--- src/hw/rtl/fwvp_pkg.sv ---
// ============================================================================
// fwvp_pkg
// Shared widths, codes, beat types and controller/datapath links for the
// four-wheel velocity PID block.
// ============================================================================
package fwvp_pkg;

    localparam int FRAC_BITS = 16;
    localparam int VEL_W     = 32;
    localparam int TIME_W    = 20;
    localparam int LIM_W     = 31;
    localparam int GAIN_W    = 32;
    localparam int ERR_W     = 33;
    localparam int WHEEL_W   = 2;
    localparam int WHEELS    = 4;
    localparam int CFG_IDX_W = 3;
    localparam int STAT_W    = 2;

    // iterative arithmetic unit
    localparam int MAG_W   = 34;               // operand magnitude
    localparam int MULA_W  = 54;               // multiplicand
    localparam int MULB_W  = 56;               // multiplier, one byte per cycle
    localparam int PROD_W  = MULA_W + MULB_W;
    localparam int DVD_W   = 54;               // dividend, one bit per cycle
    localparam int DVS_W   = TIME_W;
    localparam int CNT_W   = 6;
    localparam int SUM_W   = 54;
    localparam int TERM_W  = MAG_W + GAIN_W - FRAC_BITS;

    localparam logic [CNT_W-1:0] MUL_LAST = CNT_W'(MULB_W / 8 - 1);
    localparam logic [CNT_W-1:0] DIV_LAST = CNT_W'(DVD_W - 1);

    localparam logic [TIME_W-1:0] US_PER_S = 20'd1000000;

    // ceil(2^73 / 1000000): exact floor quotient for dividends below 2^53
    localparam int                RCP_SHIFT = 73;
    localparam logic [MULB_W-1:0] RECIP_US  = 56'd9444732965739291;

    localparam logic [CFG_IDX_W-1:0] CFG_KP    = 3'd0;
    localparam logic [CFG_IDX_W-1:0] CFG_KI    = 3'd1;
    localparam logic [CFG_IDX_W-1:0] CFG_KD    = 3'd2;
    localparam logic [CFG_IDX_W-1:0] CFG_ILIM  = 3'd3;
    localparam logic [CFG_IDX_W-1:0] CFG_TLIM  = 3'd4;
    localparam logic [CFG_IDX_W-1:0] CFG_VLIM  = 3'd5;
    localparam logic [CFG_IDX_W-1:0] CFG_ACCEL = 3'd6;

    localparam logic [STAT_W-1:0] STAT_COMPUTED = 2'd0;
    localparam logic [STAT_W-1:0] STAT_DISABLED = 2'd1;
    localparam logic [STAT_W-1:0] STAT_REJECTED = 2'd2;

    typedef struct packed {
        logic signed [VEL_W-1:0] req_front_left;
        logic signed [VEL_W-1:0] req_back_left;
        logic signed [VEL_W-1:0] req_back_right;
        logic signed [VEL_W-1:0] req_front_right;
        logic signed [VEL_W-1:0] meas_front_left;
        logic signed [VEL_W-1:0] meas_back_left;
        logic signed [VEL_W-1:0] meas_back_right;
        logic signed [VEL_W-1:0] meas_front_right;
        logic [TIME_W-1:0]       elapsed_us;
        logic                    enable;
    } in_beat_t;

    typedef struct packed {
        logic signed [VEL_W-1:0] effort_front_left;
        logic signed [VEL_W-1:0] effort_back_left;
        logic signed [VEL_W-1:0] effort_back_right;
        logic signed [VEL_W-1:0] effort_front_right;
        logic [STAT_W-1:0]       step_status;
    } out_beat_t;

    typedef enum logic [4:0] {
        OP_NONE,
        OP_LOAD,
        OP_ACC_MUL,
        OP_ACC_RCP,
        OP_DELTA,
        OP_T1,
        OP_T2,
        OP_T3,
        OP_I_MUL,
        OP_I_RCP,
        OP_I_ACC,
        OP_D_SUB,
        OP_D_MUL,
        OP_D_DIV,
        OP_D_SAT,
        OP_D_ZERO,
        OP_G0,
        OP_G1,
        OP_G2,
        OP_G_ADD,
        OP_CLAMP,
        OP_OUT_COMP,
        OP_OUT_DIS,
        OP_OUT_REJ
    } dp_op_t;

    typedef struct packed {
        dp_op_t             op;
        logic [WHEEL_W-1:0] wheel;
    } dp_cmd_t;

    typedef struct packed {
        logic enable;
        logic dt_zero;
        logic hist_valid;
        logic arith_busy;
    } dp_status_t;

endpackage

--- src/hw/rtl/fwvp_ctrl.sv ---
// ============================================================================
// fwvp_ctrl
// Sequencer: walks the datapath through one step, wheel by wheel.
// ============================================================================
module fwvp_ctrl
    import fwvp_pkg::*;
(
    input  logic       clk,
    input  logic       rst_n,
    input  logic       in_valid,
    output logic       in_ready,
    output logic       out_valid,
    input  logic       out_ready,
    input  dp_status_t st,
    output dp_cmd_t    cmd
);

    typedef enum logic [4:0] {
        S_IDLE, S_DECIDE, S_ACC_RCP, S_DELTA, S_T1, S_T2, S_T3, S_I_MUL,
        S_I_RCP, S_I_ACC, S_D_SUB, S_D_MUL, S_D_DIV, S_D_SAT, S_D_ZERO,
        S_G0, S_G0_ADD, S_G1, S_G1_ADD, S_G2, S_G2_ADD, S_CLAMP,
        S_OUT_COMP, S_OUT_DIS, S_OUT_REJ, S_WAIT
    } state_t;

    state_t             state_reg, state_next;
    state_t             ret_reg, ret_next;
    logic [WHEEL_W-1:0] wheel_reg, wheel_next;
    logic               out_valid_reg, out_valid_next;
    logic               out_free;

    assign in_ready  = (state_reg == S_IDLE);
    assign out_valid = out_valid_reg;
    assign out_free  = !out_valid_reg || out_ready;

    always_comb
    begin
        state_next     = state_reg;
        ret_next       = ret_reg;
        wheel_next     = wheel_reg;
        out_valid_next = out_valid_reg && !out_ready;
        cmd.op         = OP_NONE;
        cmd.wheel      = wheel_reg;
        unique case (state_reg)
            S_IDLE:
            begin
                if (in_valid)
                begin
                    cmd.op     = OP_LOAD;
                    state_next = S_DECIDE;
                end
            end
            S_DECIDE:
            begin
                if (!st.enable)
                begin
                    state_next = S_OUT_DIS;
                end
                else if (st.dt_zero)
                begin
                    state_next = S_OUT_REJ;
                end
                else
                begin
                    cmd.op     = OP_ACC_MUL;
                    ret_next   = S_ACC_RCP;
                    state_next = S_WAIT;
                end
            end
            S_ACC_RCP:
            begin
                cmd.op     = OP_ACC_RCP;
                ret_next   = S_DELTA;
                state_next = S_WAIT;
            end
            S_DELTA:
            begin
                cmd.op     = OP_DELTA;
                wheel_next = '0;
                state_next = S_T1;
            end
            S_T1:
            begin
                cmd.op     = OP_T1;
                state_next = S_T2;
            end
            S_T2:
            begin
                cmd.op     = OP_T2;
                state_next = S_T3;
            end
            S_T3:
            begin
                cmd.op     = OP_T3;
                state_next = S_I_MUL;
            end
            S_I_MUL:
            begin
                cmd.op     = OP_I_MUL;
                ret_next   = S_I_RCP;
                state_next = S_WAIT;
            end
            S_I_RCP:
            begin
                cmd.op     = OP_I_RCP;
                ret_next   = S_I_ACC;
                state_next = S_WAIT;
            end
            S_I_ACC:
            begin
                cmd.op     = OP_I_ACC;
                state_next = st.hist_valid ? S_D_SUB : S_D_ZERO;
            end
            S_D_SUB:
            begin
                cmd.op     = OP_D_SUB;
                state_next = S_D_MUL;
            end
            S_D_MUL:
            begin
                cmd.op     = OP_D_MUL;
                ret_next   = S_D_DIV;
                state_next = S_WAIT;
            end
            S_D_DIV:
            begin
                cmd.op     = OP_D_DIV;
                ret_next   = S_D_SAT;
                state_next = S_WAIT;
            end
            S_D_SAT:
            begin
                cmd.op     = OP_D_SAT;
                state_next = S_G0;
            end
            S_D_ZERO:
            begin
                cmd.op     = OP_D_ZERO;
                state_next = S_G0;
            end
            S_G0:
            begin
                cmd.op     = OP_G0;
                ret_next   = S_G0_ADD;
                state_next = S_WAIT;
            end
            S_G0_ADD:
            begin
                cmd.op     = OP_G_ADD;
                state_next = S_G1;
            end
            S_G1:
            begin
                cmd.op     = OP_G1;
                ret_next   = S_G1_ADD;
                state_next = S_WAIT;
            end
            S_G1_ADD:
            begin
                cmd.op     = OP_G_ADD;
                state_next = S_G2;
            end
            S_G2:
            begin
                cmd.op     = OP_G2;
                ret_next   = S_G2_ADD;
                state_next = S_WAIT;
            end
            S_G2_ADD:
            begin
                cmd.op     = OP_G_ADD;
                state_next = S_CLAMP;
            end
            S_CLAMP:
            begin
                cmd.op = OP_CLAMP;
                if (wheel_reg == WHEEL_W'(WHEELS - 1))
                begin
                    state_next = S_OUT_COMP;
                end
                else
                begin
                    wheel_next = wheel_reg + 1'b1;
                    state_next = S_T1;
                end
            end
            S_OUT_COMP, S_OUT_DIS, S_OUT_REJ:
            begin
                if (out_free)
                begin
                    unique case (state_reg)
                        S_OUT_COMP: cmd.op = OP_OUT_COMP;
                        S_OUT_DIS:  cmd.op = OP_OUT_DIS;
                        default:    cmd.op = OP_OUT_REJ;
                    endcase
                    out_valid_next = 1'b1;
                    state_next     = S_IDLE;
                end
            end
            S_WAIT:
            begin
                if (!st.arith_busy)
                begin
                    state_next = ret_reg;
                end
            end
            default:
            begin
                state_next = S_IDLE;
            end
        endcase
    end

    always_ff @(posedge clk or negedge rst_n)
    begin
        if (!rst_n)
        begin
            state_reg     <= S_IDLE;
            ret_reg       <= S_IDLE;
            wheel_reg     <= '0;
            out_valid_reg <= 1'b0;
        end
        else
        begin
            state_reg     <= state_next;
            ret_reg       <= ret_next;
            wheel_reg     <= wheel_next;
            out_valid_reg <= out_valid_next;
        end
    end

endmodule

--- config.mk ---
export PLATFORM = sky130hd
export DESIGN_NAME = fwvp_ctrl
export DESIGN_NICKNAME = d
export VERILOG_FILES = /design/src/hw/rtl/fwvp_pkg.sv /design/src/hw/rtl/fwvp_ctrl.sv
export SDC_FILE = /design/constraint.sdc
export NUM_CORES = 1
export LEC_CHECK = 0
export BUFFER_PORTS_ARGS = -buffer_cell sky130_fd_sc_hd__buf_2
export CAP_MARGIN = 20
export CELL_PAD_IN_SITES_DETAIL_PLACEMENT = 1
export CELL_PAD_IN_SITES_GLOBAL_PLACEMENT = 1
export CORE_MARGIN = 10
export CORE_UTILIZATION = 45
export DETAILED_ROUTE_END_ITERATION = 10
export PLACE_DENSITY_LB_ADDON = 0.1
export SETUP_SLACK_MARGIN = 0.4
export SYNTH_ARGS = -nofsm -noshare
export SYNTH_HDL_FRONTEND = slang
export SYNTH_SLANG_ARGS = --single-unit
--- constraint.sdc ---
create_clock -name clk -period 4.91 [get_ports clk]
set_clock_uncertainty 0.2 [all_clocks]
set_input_delay 1.473 -clock clk [delete_from_list [all_inputs] [get_ports clk]]
set_output_delay 1.473 -clock clk [all_outputs]
set_load 0.03 [all_outputs]
==> results of run 1 <==
## critical path, stage by stage
cell and delay (ns):
sky130_fd_sc_hd__buf_2 0.10, sky130_fd_sc_hd__nand2b_1 0.21, sky130_fd_sc_hd__a21oi_1 0.16, sky130_fd_sc_hd__o221ai_1 0.14, sky130_fd_sc_hd__o31ai_1 0.14, sky130_fd_sc_hd__o21ai_0 0.14, sky130_fd_sc_hd__buf_2 0.20
## stage by stage
step / worst slack [ns] / utilization [%] / instances / instance area [sq um]
2_1_floorplan: 0.880 / - / 146 / 1190
3_3_place_gp: 0.701 / 50.6 / 182 / 1260
3_5_place_dp: 0.693 / 50.6 / 182 / 1260
4_1_cts: 0.688 / 51.6 / 186 / 1290
5_1_grt: 0.593 / 51.6 / 186 / 1290
6_report: 0.676 / 51.6 / 186 / 1290
## area by class of cell
class	count	area, sq um	share of cell area (%)
multi-input cells	116	791	61.3
repair buffers	17	87.6	6.79
clock buffers	4	26.3	2.04
flip-flops and latches	13	325	25.2
inverters	6	22.5	1.75
well taps	30	37.5	2.91
## power groups by stage
| stage | clock network [mW] | registers [mW] | logic, mW |
|---|---|---|---|
| floorplan | 0 | 0.211 | 0.620 |
| global placement | 0 | 0.299 | 0.690 |
| detailed placement | 0 | 0.298 | 0.708 |
| CTS | 0.0736 | 0.294 | 0.712 |
| global route | 0.0791 | 0.316 | 0.788 |
| finish | 0.0725 | 0.299 | 0.709 |
## cells by family (layout without fill, tap and decap cells)
group	count (synthesis)	in the layout	synth area share [%]
adders and majority gates	1	1	1.05
AOI/OAI and AO/OA	54	54	33.8
xor gates and xnor gates	1	1	0.733
and+or+nand+nor	58	58	28.7
muxes	2	2	1.88
DFF	13	13	27.2
buffers and inverters	17	27	6.60
## per-layer routing
metal	vias up	global-route usage, %	wire length, microns
met5	-	0	0
met4	0	5.59	59
met3	7	3.17	177
met2	29	23.3	1730
met1	599	19.3	1690
li1	566	-	-
## Yosys cell counts, types with 2 or more instances
master | number | area share (%)
sky130_fd_sc_hd__a211oi_1 | 2 | 1.3
sky130_fd_sc_hd__a21oi_1 | 7 | 2.9
sky130_fd_sc_hd__a221o_1 | 3 | 2.5
sky130_fd_sc_hd__nand3b_1 | 3 | 1.9
sky130_fd_sc_hd__inv_1 | 6 | 1.9
sky130_fd_sc_hd__and2b_1 | 3 | 1.9
sky130_fd_sc_hd__or2_2 | 3 | 1.6
sky130_fd_sc_hd__a31oi_1 | 3 | 1.6
sky130_fd_sc_hd__a22o_1 | 3 | 2.2
sky130_fd_sc_hd__or3_1 | 2 | 1.0
sky130_fd_sc_hd__nor2_1 | 10 | 3.1
sky130_fd_sc_hd__o21ai_0 | 14 | 5.9
sky130_fd_sc_hd__mux2_2 | 2 | 1.9
sky130_fd_sc_hd__nand2b_1 | 4 | 2.1
sky130_fd_sc_hd__nand3_1 | 6 | 2.5
sky130_fd_sc_hd__clkbuf_1 | 5 | 1.6
sky130_fd_sc_hd__dfrtp_1 | 13 | 27
sky130_fd_sc_hd__nand2_1 | 9 | 2.8
sky130_fd_sc_hd__nor2b_1 | 4 | 2.1
sky130_fd_sc_hd__nor3_1 | 4 | 1.7
sky130_fd_sc_hd__o32a_1 | 2 | 1.7
sky130_fd_sc_hd__a21o_1 | 3 | 1.9
sky130_fd_sc_hd__buf_2 | 3 | 1.3
## cell usage in the layout, fill, tap and decap left out, types with 2 or more instances in the layout
cell type,count
sky130_fd_sc_hd__o21ai_0,14
sky130_fd_sc_hd__a21oi_1,7
sky130_fd_sc_hd__nand3b_1,3
sky130_fd_sc_hd__nor2b_1,4
sky130_fd_sc_hd__a221o_1,3
sky130_fd_sc_hd__o32a_1,2
sky130_fd_sc_hd__a22o_1,3
sky130_fd_sc_hd__nand2_1,9
sky130_fd_sc_hd__dfrtp_1,13
sky130_fd_sc_hd__a211oi_1,2
sky130_fd_sc_hd__or3_1,2
sky130_fd_sc_hd__clkbuf_4,3
sky130_fd_sc_hd__a21o_1,3
sky130_fd_sc_hd__and2b_1,3
sky130_fd_sc_hd__nor3_1,4
sky130_fd_sc_hd__buf_2,16
sky130_fd_sc_hd__mux2_2,2
sky130_fd_sc_hd__nor2_1,10
sky130_fd_sc_hd__a31oi_1,3
sky130_fd_sc_hd__or2_2,3
sky130_fd_sc_hd__nand3_1,6
sky130_fd_sc_hd__nand2b_1,4
sky130_fd_sc_hd__inv_1,6
## worst paths after layout
path                                     startpoint                       end  depth (start not counted)  slack [ns]
min in group asynchronous                     rst_n    ret_reg[0]$_DFFE_PN0P_                          1        0.86
hold reg to reg              ret_reg[0]$_DFFE_PN0P_    ret_reg[0]$_DFFE_PN0P_                          1        0.30
setup reg to reg           state_reg[1]$_DFFE_PN0P_  state_reg[0]$_DFFE_PN0P_                          5        2.37
max in group asynchronous                     rst_n  state_reg[1]$_DFFE_PN0P_                          1        3.42
setup / recovery                          out_ready                    cmd[3]                          7        0.68
hold / removal               ret_reg[0]$_DFFE_PN0P_    ret_reg[0]$_DFFE_PN0P_                          1        0.30
==> summary.md, run 1 <==
| Metric | Value |
|---|---|
| First-pass GRT wire length | `between 6000 and 7000 microns` |
| H-tree level count | `1` |
| Floorplan die width | `approximately 72 microns` |
| Total power divided by cell area | `between 800 and 900 mW/mm^2` |
| Required arrival time at the worst endpoint | `about 3.2 ns` |
| Initial standard-cell utilization of the core | `47.8%` |
| Area of the die | `between 0.005 and 0.006 sq mm` |
| Total CTS buffers | `3` |
| Signed area change from the synthesized netlist to the final layout | `7.96%` |
| Count of nets after finishing | `~170` |
| Routed WL | `about 3700 microns` |
| Clock group share of total power | `approximately 6.7%` |
| Ratio of cells with drive above 1 in the final layout | `between 20% and 30%` |
| CP max FO | `5` |
| Peak supply drop | `~0.46 mV` |
| Unrepaired setup endpoints after global routing | `false` |
| Net Sw Power | `between 500 and 600 uW` |
| CTS tree | `built` |
| Power after layout | `roughly 1.1 mW` |
| GRT Util Overall | `14.8%` |
| Internal portion of total power | `slightly below 500 uW` |
| Number of vias in the routed layout | `about 1200` |
| Sink Count | `13` |
| Synth unique cells | `between 50 and 60` |
| Remaining design rule violation count | `0` |
| Routed via count divided by cell count | `between 6 and 7` |
| Final worst path period share | `between 80% and 90%` |
| Switching power share of the total | `between 50 and 60%` |
| Post-CTS Setup Bufs | `0` |
| Final setup violation count | `0` |
| CP Launch Type | `input port` |
| Fin. Hold Viols | `0` |
| Max capacitance violation total | `0` |
| Category of the critical setup timing path | `input port to output pin` |
| Number of port buffers | `16` |
| Combinational share of power | `between 60% and 70%` |
| Sequential Power Share | `~28%` |
| Routed len/inst | `19.7 microns` |
| Clock tree root driver cell | `sky130_fd_sc_hd__clkbuf_4` |
| Mean post-synth cell area | `about 8.2 sq um` |
| Clock transition at the registers of the reported paths | `0.09 ns` |
| Main synth FF type | `sky130_fd_sc_hd__dfrtp_1` |
| Maximum number of pins on one net before global-route repair | `26` |
| Die Y-Extent | `~72 microns` |
| Final HPWL from detailed placement | `around 2700 microns` |
| Fmax | `roughly 240 MHz` |
| Static leakage | `between 0.5 and 0.6 nW` |
| Drt initial violations | `between 100 and 150` |
| Clock Latency Late Sink | `0.29 ns` |
| Vias in the first global route | `between 1000 and 1500` |
| Post-synthesis sequential area ratio | `around 27%` |
| Number of cells produced by synthesis | `146` |
| Actual slew at the worst max-slew pin | `~0.76 ns` |
| Final sum of negative setup slack | `0 ns` |
| Fillers | `about 320` |
| Core Region | `0.00250 sq mm` |
| Grt total ovfl | `0` |
| Critical path endpoint category | `output pin` |
| Min Tclk post-route | `4.23 ns` |
| Count of antenna-violating nets left after detailed routing | `0` |
| DR pass1 iterations | `4` |
| Count of pins on the block boundary | `17` |
| Antenna violations before repair | `0` |
| Slew margin rel. | `roughly half` |
| Routability congestion estimate | `0.862` |
| Hold Buf Count CTS | `0` |
| Inserted Diodes | `0` |
| Clk buf depth | `2` |
| Arrival time of data at the critical path endpoint | `2.56 ns` |
| Number of rows created at floorplan | `18` |
| Synthesized area | `0.00119 sq mm` |
| Post-route worst hold slack | `~0.3 ns` |
| Slew Viols, Final | `0` |
| Worst hold-check path type | `flop to flop` |
| Total of flip-flops plus latches after synthesis | `13` |
| Run status | `finished, final reports clean` |
| Syn nets | `approximately 160` |
| Number of gates given a new drive strength after cts | `0` |
| Yosys Warn Count | `0` |
| Proportion of synthesized flip-flops having asynchronous set or reset | `100%` |
| Number of flops mapped to enable cells by yosys | `0` |
Note: power is estimated with default switching activity, not from simulation.
==> inputs of run 2 (changes only) <==
Settings changed: CORE_MARGIN 10 to 2, CORE_UTILIZATION 45 to 47, CTS_BUF_LIST set to sky130_fd_sc_hd__clkbuf_8, CTS_CLUSTER_DIAMETER set to 30.
==> run 2 against run 1 <==
Net effect: die area shrank 42%; combinational power shrank 1%; wire length shrank 4.4%; sequential share of layout area shrank 0.36 points; register-to-register slack gained 0.02 ns; critical path type unchanged; count of clock-buffer cells in the layout shrank 1.
==> summary.md, run 2 (synthesis gave the netlist of run 1 again) <==
| Metric | Value |
|---|---|
| Run status | `finished, final reports clean` |
| Launching element of the worst setup path | `out_ready` |
| Placed standard-cell area | `0.00126 sq mm (unchanged)` |
| Ratio of cells with drive above 1 in the final layout | `22.4% (unchanged)` |
| Clk buf depth | `2 (unchanged)` |
| CP Launch Type | `input port` |
| Count of pins on the block boundary | `17 (unchanged)` |
| Slew Viols, Final | `0 (unchanged)` |
| Multi-input gate area | `791 sq um (unchanged)` |
| Number of rows created at floorplan | `18 (unchanged)` |
| CP max FO | `5 (unchanged)` |
| Grt total ovfl | `0 (unchanged)` |
| Number of cells in the finished layout apart from fillers | `186 (unchanged)` |
| Crit-path max cell delay | `0.22 ns (about the same)` |
| Post-CTS Setup Bufs | `0 (unchanged)` |
| Hold Buf Count CTS | `0 (unchanged)` |
| Routed via count divided by cell count | `6.54 (+1.2%)` |
| Vias in the first global route | `1130 (-11%)` |
| Arrival time of data at the critical path endpoint | `2.55 ns (about the same)` |
| Number of gates given a new drive strength after cts | `0 (unchanged)` |
| Final setup violation count | `0 (unchanged)` |
| Total CTS buffers | `3 (unchanged)` |
| Most numerous cell on the critical path | `sky130_fd_sc_hd__buf_2` |
| Crit path to | `cmd[3]` |
| Slew margin rel. | `49.3% (-0.19 points)` |
| Inserted Diodes | `0 (unchanged)` |
| Clock transition at the registers of the reported paths | `0.06 ns (-0.03 ns)` |
| Worst hold path startpoint | `ret_reg[0]$_DFFE_PN0P_` |
| Total power divided by cell area | `840 mW/mm^2 (+0.25%)` |
| Worst R2R Path Depth | `5 (unchanged)` |
| Static leakage | `0.575 nW (+2.1%)` |
| Critical path endpoint category | `output pin` |
| Unrepaired setup endpoints after global routing | `false` |
| Routed WL | `3500 microns (-4.4%)` |
| Die Y-Extent | `54.4 microns (-24%)` |
| Slack of the worst reg-to-reg path | `2.39 ns (+0.02 ns)` |
| Clock Latency Late Sink | `0.25 ns (-0.04 ns)` |
| Critical Path Slowest Stage Cell | `sky130_fd_sc_hd__nand2b_1` |
| Post-route cell area | `0.00131 sq mm (+1.5%)` |
| Core Region | `0.00243 sq mm (-2.7%)` |
| Initial standard-cell utilization of the core | `49.1% (+1.3 points)` |
| Peak supply drop | `0.402 mV (-13%)` |
| Cells along the critical path | `buf_2 -> nand2b_1 -> a21oi_1 -> o221ai_1 -> o31ai_1 -> o21ai_0 -> buf_2` |
| Drt initial violations | `34 (-74%)` |
| Routability congestion estimate | `0.859 (-0.41%)` |
| Area of the die | `0.00296 sq mm (-42%)` |
| First-pass GRT wire length | `5760 microns (-8.9%)` |
| Commonest cells after routing, fill and taps aside | `sky130_fd_sc_hd__buf_2, sky130_fd_sc_hd__o21ai_0, sky130_fd_sc_hd__dfrtp_1, sky130_fd_sc_hd__nor2_1, sky130_fd_sc_hd__nand2_1` |
| Number of vias in the routed layout | `1216 (+1.2%)` |
| Max capacitance violation total | `0 (unchanged)` |
| Final sum of negative setup slack | `0 ns (unchanged)` |
| Leading cell type in the layout, fill and taps excluded | `sky130_fd_sc_hd__buf_2` |
| Combined flip-flop and latch cell area | `325 sq um (unchanged)` |
| Category of the critical setup timing path | `input port to output pin` |
| Cell total after placement | `182 (unchanged)` |
| Worst hold-check path type | `flop to flop` |
| Fillers | `307 (-5.0%)` |
| Final HPWL from detailed placement | `2540 microns (-6.7%)` |
| GRT Util Overall | `27.4% (+13 points)` |
| Count of antenna-violating nets left after detailed routing | `0 (unchanged)` |
| Routed len/inst | `18.8 microns (-4.4%)` |
| CTS tree | `built` |
| Final design utilization | `53.8% (+2.2 points)` |
| Signed area change from the synthesized netlist to the final layout | `9.53%` |
| Actual slew at the worst max-slew pin | `0.760 ns (+0.00289 ns)` |
| Critical R2R Capture | `state_reg[0]$_DFFE_PN0P_` |
| Final worst path period share | `86.0% (-0.25 points)` |
| Count of nets after finishing | `166 (unchanged)` |
| Min Tclk post-route | `4.22 ns (-0.0121 ns)` |
| Maximum number of pins on one net before global-route repair | `26 (unchanged)` |
| Remaining design rule violation count | `0 (unchanged)` |
| Required arrival time at the worst endpoint | `3.24 ns (about the same)` |
| H-tree level count | `1 (unchanged)` |
| DR pass1 iterations | `4 (unchanged)` |
| Fmax | `237 MHz (+0.29%)` |
| Clock tree root driver cell | `sky130_fd_sc_hd__clkbuf_8` |
| Floorplan die width | `54.4 microns (-24%)` |
| Worst flop-to-flop path startpoint | `state_reg[1]$_DFFE_PN0P_` |
| Number of port buffers | `16 (unchanged)` |
| Post-route worst hold slack | `0.292 ns (-0.00746 ns)` |
| Sink Count | `13 (unchanged)` |
| Antenna violations before repair | `0 (unchanged)` |
| Fin. Hold Viols | `0 (unchanged)` |
## run 2: critical path, delay by kind of cell
family	cells	cell delay, ns
buffers and inverters	2	0.29
AOI/OAI and AO/OA	4	0.55
and+or+nand+nor	1	0.22
## run 2: layer usage
metal	up-vias	track usage [%]	wire, microns
li1	561	-	-
met1	609	38.6	1600
met2	40	43.6	1680
met3	6	3.01	157
met4	0	8.75	61
met5	-	0	0
## run 2: how the worst min path moves through the flow
stage                              to  cells past startpoint
2_1_floorplan  ret_reg[0]$_DFFE_PN0P_                      1
3_3_place_gp   ret_reg[0]$_DFFE_PN0P_                      1
3_5_place_dp   ret_reg[0]$_DFFE_PN0P_                      1
4_1_cts        ret_reg[0]$_DFFE_PN0P_                      1
5_1_grt        ret_reg[0]$_DFFE_PN0P_                      1
6_report       ret_reg[0]$_DFFE_PN0P_                      1
## run 2: stage by stage
stage / power [mW] / worst slack (ns)
2_1_floorplan: 0.830 / 0.880
3_3_place_gp: 0.982 / 0.706
3_5_place_dp: 1.00 / 0.682
4_1_cts: 1.10 / 0.678
5_1_grt: 1.19 / 0.594
6_report: 1.10 / 0.688
## run 2: final cells by class
cell class | instances | area share, %
tap | 30 | 2.87
timing repair buffer | 17 | 6.69
multi-input combinational | 116 | 60.4
inverter | 6 | 1.72
clock buffer | 3 | 3.15
sequential | 13 | 24.9
clock inverter | 1 | 0.287
## run 2: power breakdown
| group | leakage (nW) | total, mW | switching, mW | internal (mW) |
|---|---|---|---|---|
| clock | 0.0269 | 0.0979 | 0.0425 | 0.0553 |
| combinational | 0.385 | 0.700 | 0.405 | 0.294 |
| sequential | 0.163 | 0.301 | 0.143 | 0.158 |
==> inputs of run 3 (changes only) <==
Settings changed: ABC_AREA set to 1, CORE_UTILIZATION 47 to 35, SKIP_LAST_GASP set to 1.
==> run 3 against run 2 <==
Net effect: via count fell by 3.3%; sequential share of layout area rose by 0.78 points; fmax rose by 0.79%; die area rose by 23%; wire length fell by 0.20%; global-route usage fell by 5.1 points; final area fell by 3.1%; combinational power fell by 8.7%; power fell by 11%; final cell count rose by 27%; first-iteration DRC count rose by 65%.
==> summary.md, run 3 <==
| Metric | Value |
|---|---|
| Run status | `finished, final reports clean` |
| Slew Viols, Final | `0 (unchanged)` |
| Final sum of negative setup slack | `0 ns (unchanged)` |
| Count of pins on the block boundary | `17 (unchanged)` |
| Category of the critical setup timing path | `input port to output pin` |
| Signed area change from the synthesized netlist to the final layout | `14.4%` |
| GRT Util Overall | `22.3% (-5.1 points)` |
| Number of gates given a new drive strength after cts | `0 (unchanged)` |
| Floorplan die width | `60.3 microns (+11%)` |
| Number of rows created at floorplan | `20 (+2)` |
| Clock Latency Late Sink | `0.25 ns (about the same)` |
| Switching power share of the total | `58.4% (+4.6 points)` |
| Final design utilization | `41.9% (-12 points)` |
| CP Launch Type | `input port` |
| Static leakage | `0.711 nW (+24%)` |
| Total of flip-flops plus latches after synthesis | `13 (unchanged)` |
| Critical path endpoint category | `output pin` |
| Core Region | `0.00303 sq mm (+24%)` |
| Die Y-Extent | `60.3 microns (+11%)` |
| Most repeated cell in the gate-level netlist after synthesis | `sky130_fd_sc_hd__nand2_1` |
| Area of the die | `0.00363 sq mm (+23%)` |
| Routability congestion estimate | `0.876 (+2.0%)` |
| Leading cell type in the layout, fill and taps excluded | `sky130_fd_sc_hd__nand2_1` |
| Clock tree root driver cell | `sky130_fd_sc_hd__clkbuf_8` |
| Sink Count | `13 (unchanged)` |
| Worst flop-to-flop path startpoint | `state_reg[4]$_DFFE_PN0P_` |
| H-tree level count | `1 (unchanged)` |
| Post-CTS Setup Bufs | `0 (unchanged)` |
| Number of vias in the routed layout | `1176 (-3.3%)` |
| Routed WL | `3490 microns (-0.20%)` |
| Remaining design rule violation count | `0 (unchanged)` |
| Top cells by area, synth | `sky130_fd_sc_hd__dfrtp_1, sky130_fd_sc_hd__nand2_1, sky130_fd_sc_hd__nand3_1, sky130_fd_sc_hd__inv_1, sky130_fd_sc_hd__nor2_1` |
| Count of nets after finishing | `202 (+22%)` |
| Number of cells produced by synthesis | `175 (+20%)` |
| Cell total after placement | `232 (+27%)` |
| Synth top area share | `29.3% (+2.1 points)` |
| Yosys Warn Count | `0 (unchanged)` |
| CP max FO | `4 (-1)` |
| First-pass GRT wire length | `5870 microns (+1.8%)` |
| Post-synthesis sequential area ratio | `29.3% (+2.1 points)` |
| Post-route cell area | `0.00127 sq mm (-3.1%)` |
| CTS tree | `built` |
| Slew margin rel. | `68.3% (+19 points)` |
| Post-Place Worst Slack | `0.720 ns (+0.0388 ns)` |
| Initial standard-cell utilization of the core | `36.6% (-13 points)` |
| Crit path to | `cmd[4]` |
| Synth unique cells | `29 (-47%)` |
| Final HPWL from detailed placement | `2860 microns (+12%)` |
| Combinational share of power | `65.6% (+1.9 points)` |
| Commonest cells after routing, fill and taps aside | `sky130_fd_sc_hd__nand2_1, sky130_fd_sc_hd__inv_1, sky130_fd_sc_hd__buf_2, sky130_fd_sc_hd__nor2_1, sky130_fd_sc_hd__nand3_1` |
| Routed len/inst | `14.8 microns (-21%)` |
| Number of port buffers | `16 (unchanged)` |
| Max capacitance violation total | `0 (unchanged)` |
| Fillers | `420 (+37%)` |
| Arrival time of data at the critical path endpoint | `2.52 ns (-0.03 ns)` |
| Count of antenna-violating nets left after detailed routing | `0 (unchanged)` |
| Routed via count divided by cell count | `4.98 (-24%)` |
| Ratio of cells with drive above 1 in the final layout | `24.0% (+1.5 points)` |
| Vias in the first global route | `1264 (+12%)` |
| Placed standard-cell area | `0.00122 sq mm (-3.2%)` |
| Antenna violations before repair | `0 (unchanged)` |
| Syn nets | `184 (+19%)` |
| Final worst path period share | `85.3% (-0.67 points)` |
| Grt total ovfl | `0 (unchanged)` |
| Number of flops mapped to enable cells by yosys | `0 (unchanged)` |
| Power after layout | `973 uW (-11%)` |
| Net Sw Power | `568 uW (-3.9%)` |
| Most frequent cells after synthesis | `sky130_fd_sc_hd__nand2_1, sky130_fd_sc_hd__inv_1, sky130_fd_sc_hd__nand3_1, sky130_fd_sc_hd__nor2_1, sky130_fd_sc_hd__dfrtp_1` |
| Sequential Power Share | `24.3% (-3.1 points)` |
| Launching element of the worst setup path | `out_ready` |
| Worst hold-check path type | `flop to flop` |
| Smallest setup slack after layout | `0.721 ns (+0.0331 ns)` |
| Yosys top cell by area | `sky130_fd_sc_hd__dfrtp_1` |
| Proportion of synthesized flip-flops having asynchronous set or reset | `100% (unchanged)` |
| Peak supply drop | `0.243 mV (-40%)` |
| Maximum number of pins on one net before global-route repair | `14 (-46%)` |
| Min Tclk post-route | `4.19 ns (-0.0331 ns)` |
| Internal portion of total power | `405 uW (-20%)` |
| Number of cells in the finished layout apart from fillers | `236 (+27%)` |
| Total power divided by cell area | `767 mW/mm^2 (-8.6%)` |
| Hold Buf Count CTS | `0 (unchanged)` |
| Clk buf depth | `2 (unchanged)` |
| Total CTS buffers | `3 (unchanged)` |
| Post-route worst hold slack | `0.277 ns (-0.0156 ns)` |
| Clock transition at the registers of the reported paths | `0.06 ns (about the same)` |
| Clock group share of total power | `10.1% (+1.2 points)` |
| Slack of the worst reg-to-reg path | `2.96 ns (+0.57 ns)` |
| Synthesized area | `0.00111 sq mm (-7.2%)` |
| DR pass1 iterations | `4 (unchanged)` |
| Inserted Diodes | `0 (unchanged)` |
| Worst R2R Path Depth | `8 (+3)` |
| Fmax | `239 MHz (+0.79%)` |
| Required arrival time at the worst endpoint | `3.24 ns (about the same)` |
| Fin. Hold Viols | `0 (unchanged)` |
| Main synth FF type | `sky130_fd_sc_hd__dfrtp_1` |
| Final setup violation count | `0 (unchanged)` |
| Drt initial violations | `56 (+65%)` |
| Unrepaired setup endpoints after global routing | `false` |
| Actual slew at the worst max-slew pin | `0.475 ns (-0.285 ns)` |
| Mean post-synth cell area | `6.33 sq um (-23%)` |
| Critical R2R Capture | `ret_reg[2]$_DFFE_PN0P_` |
[run 3: cell count changes after synthesis, sizes merged, moves of 4 or more]
cell,delta
nand2,+59
inv,+18
nor2,+14
nand3,+12
a21oi,-6
o21ai,-6
clkbuf,-5
nand2b,-4
nor2b,-4
[run 3: power by group through the flow]
| stage | registers [mW] | clock network, mW | logic, mW |
|---|---|---|---|
| detailed placement | 0.238 | 0 | 0.643 |
| global route | 0.244 | 0.106 | 0.717 |
| finish | 0.236 | 0.0985 | 0.639 |
| floorplan | 0.210 | 0 | 0.505 |
| global placement | 0.234 | 0 | 0.633 |
| CTS | 0.235 | 0.101 | 0.646 |
[run 3: layer usage]
| layer | up-vias | wire length, microns | global-route usage, % |
|---|---|---|---|
| met5 | - | 0 | 0 |
| met3 | 7 | 104 | 3.68 |
| met1 | 558 | 1580 | 27.7 |
| met4 | 0 | 55 | 6.98 |
| met2 | 17 | 1750 | 38.8 |
| li1 | 594 | - | - |
[run 3: logic make-up (layout without fill, tap and decap cells)]
| kind of cell | after synthesis | in the layout | synth area share [%] |
|---|---|---|---|
| simple gates | 117 | 117 | 48.5 |
| fa+ha+maj | 1 | 1 | 1.13 |
| buf+inv | 27 | 44 | 9.93 |
| compound gates | 17 | 17 | 11.1 |
| flops | 13 | 13 | 29.3 |
[run 3: how the worst min path moves through the flow]
stage / endpoint / cells after the start / from / slack [ns]
after floorplan: ret_reg[0]$_DFFE_PN0P_ / 2 / ret_reg[0]$_DFFE_PN0P_ / 0.24
after global placement: ret_reg[3]$_DFFE_PN0P_ / 2 / ret_reg[3]$_DFFE_PN0P_ / 0.26
after detailed placement: ret_reg[3]$_DFFE_PN0P_ / 2 / ret_reg[3]$_DFFE_PN0P_ / 0.26
after CTS: ret_reg[3]$_DFFE_PN0P_ / 2 / ret_reg[3]$_DFFE_PN0P_ / 0.28
after global routing: ret_reg[4]$_DFFE_PN0P_ / 2 / ret_reg[4]$_DFFE_PN0P_ / 0.30
final: ret_reg[3]$_DFFE_PN0P_ / 2 / ret_reg[3]$_DFFE_PN0P_ / 0.28
[run 3: worst max-delay path, stage by stage]
cell and delay [ns]:
sky130_fd_sc_hd__buf_2 0.10, sky130_fd_sc_hd__nor2_1 0.28, sky130_fd_sc_hd__inv_1 0.15, sky130_fd_sc_hd__a21oi_1 0.24, sky130_fd_sc_hd__nand4_1 0.10, sky130_fd_sc_hd__buf_2 0.19
[run 3: layout make-up]
class	count	area (sq um)	share of cell area, %
inverters	24	90.1	7.10
repair buffers	16	80.1	6.31
flip-flops and latches	13	325	25.6
clock inverters	1	3.75	0.296
well taps	44	55.1	4.34
clock buffers	3	41.3	3.25
multi-input cells	135	673	53.1
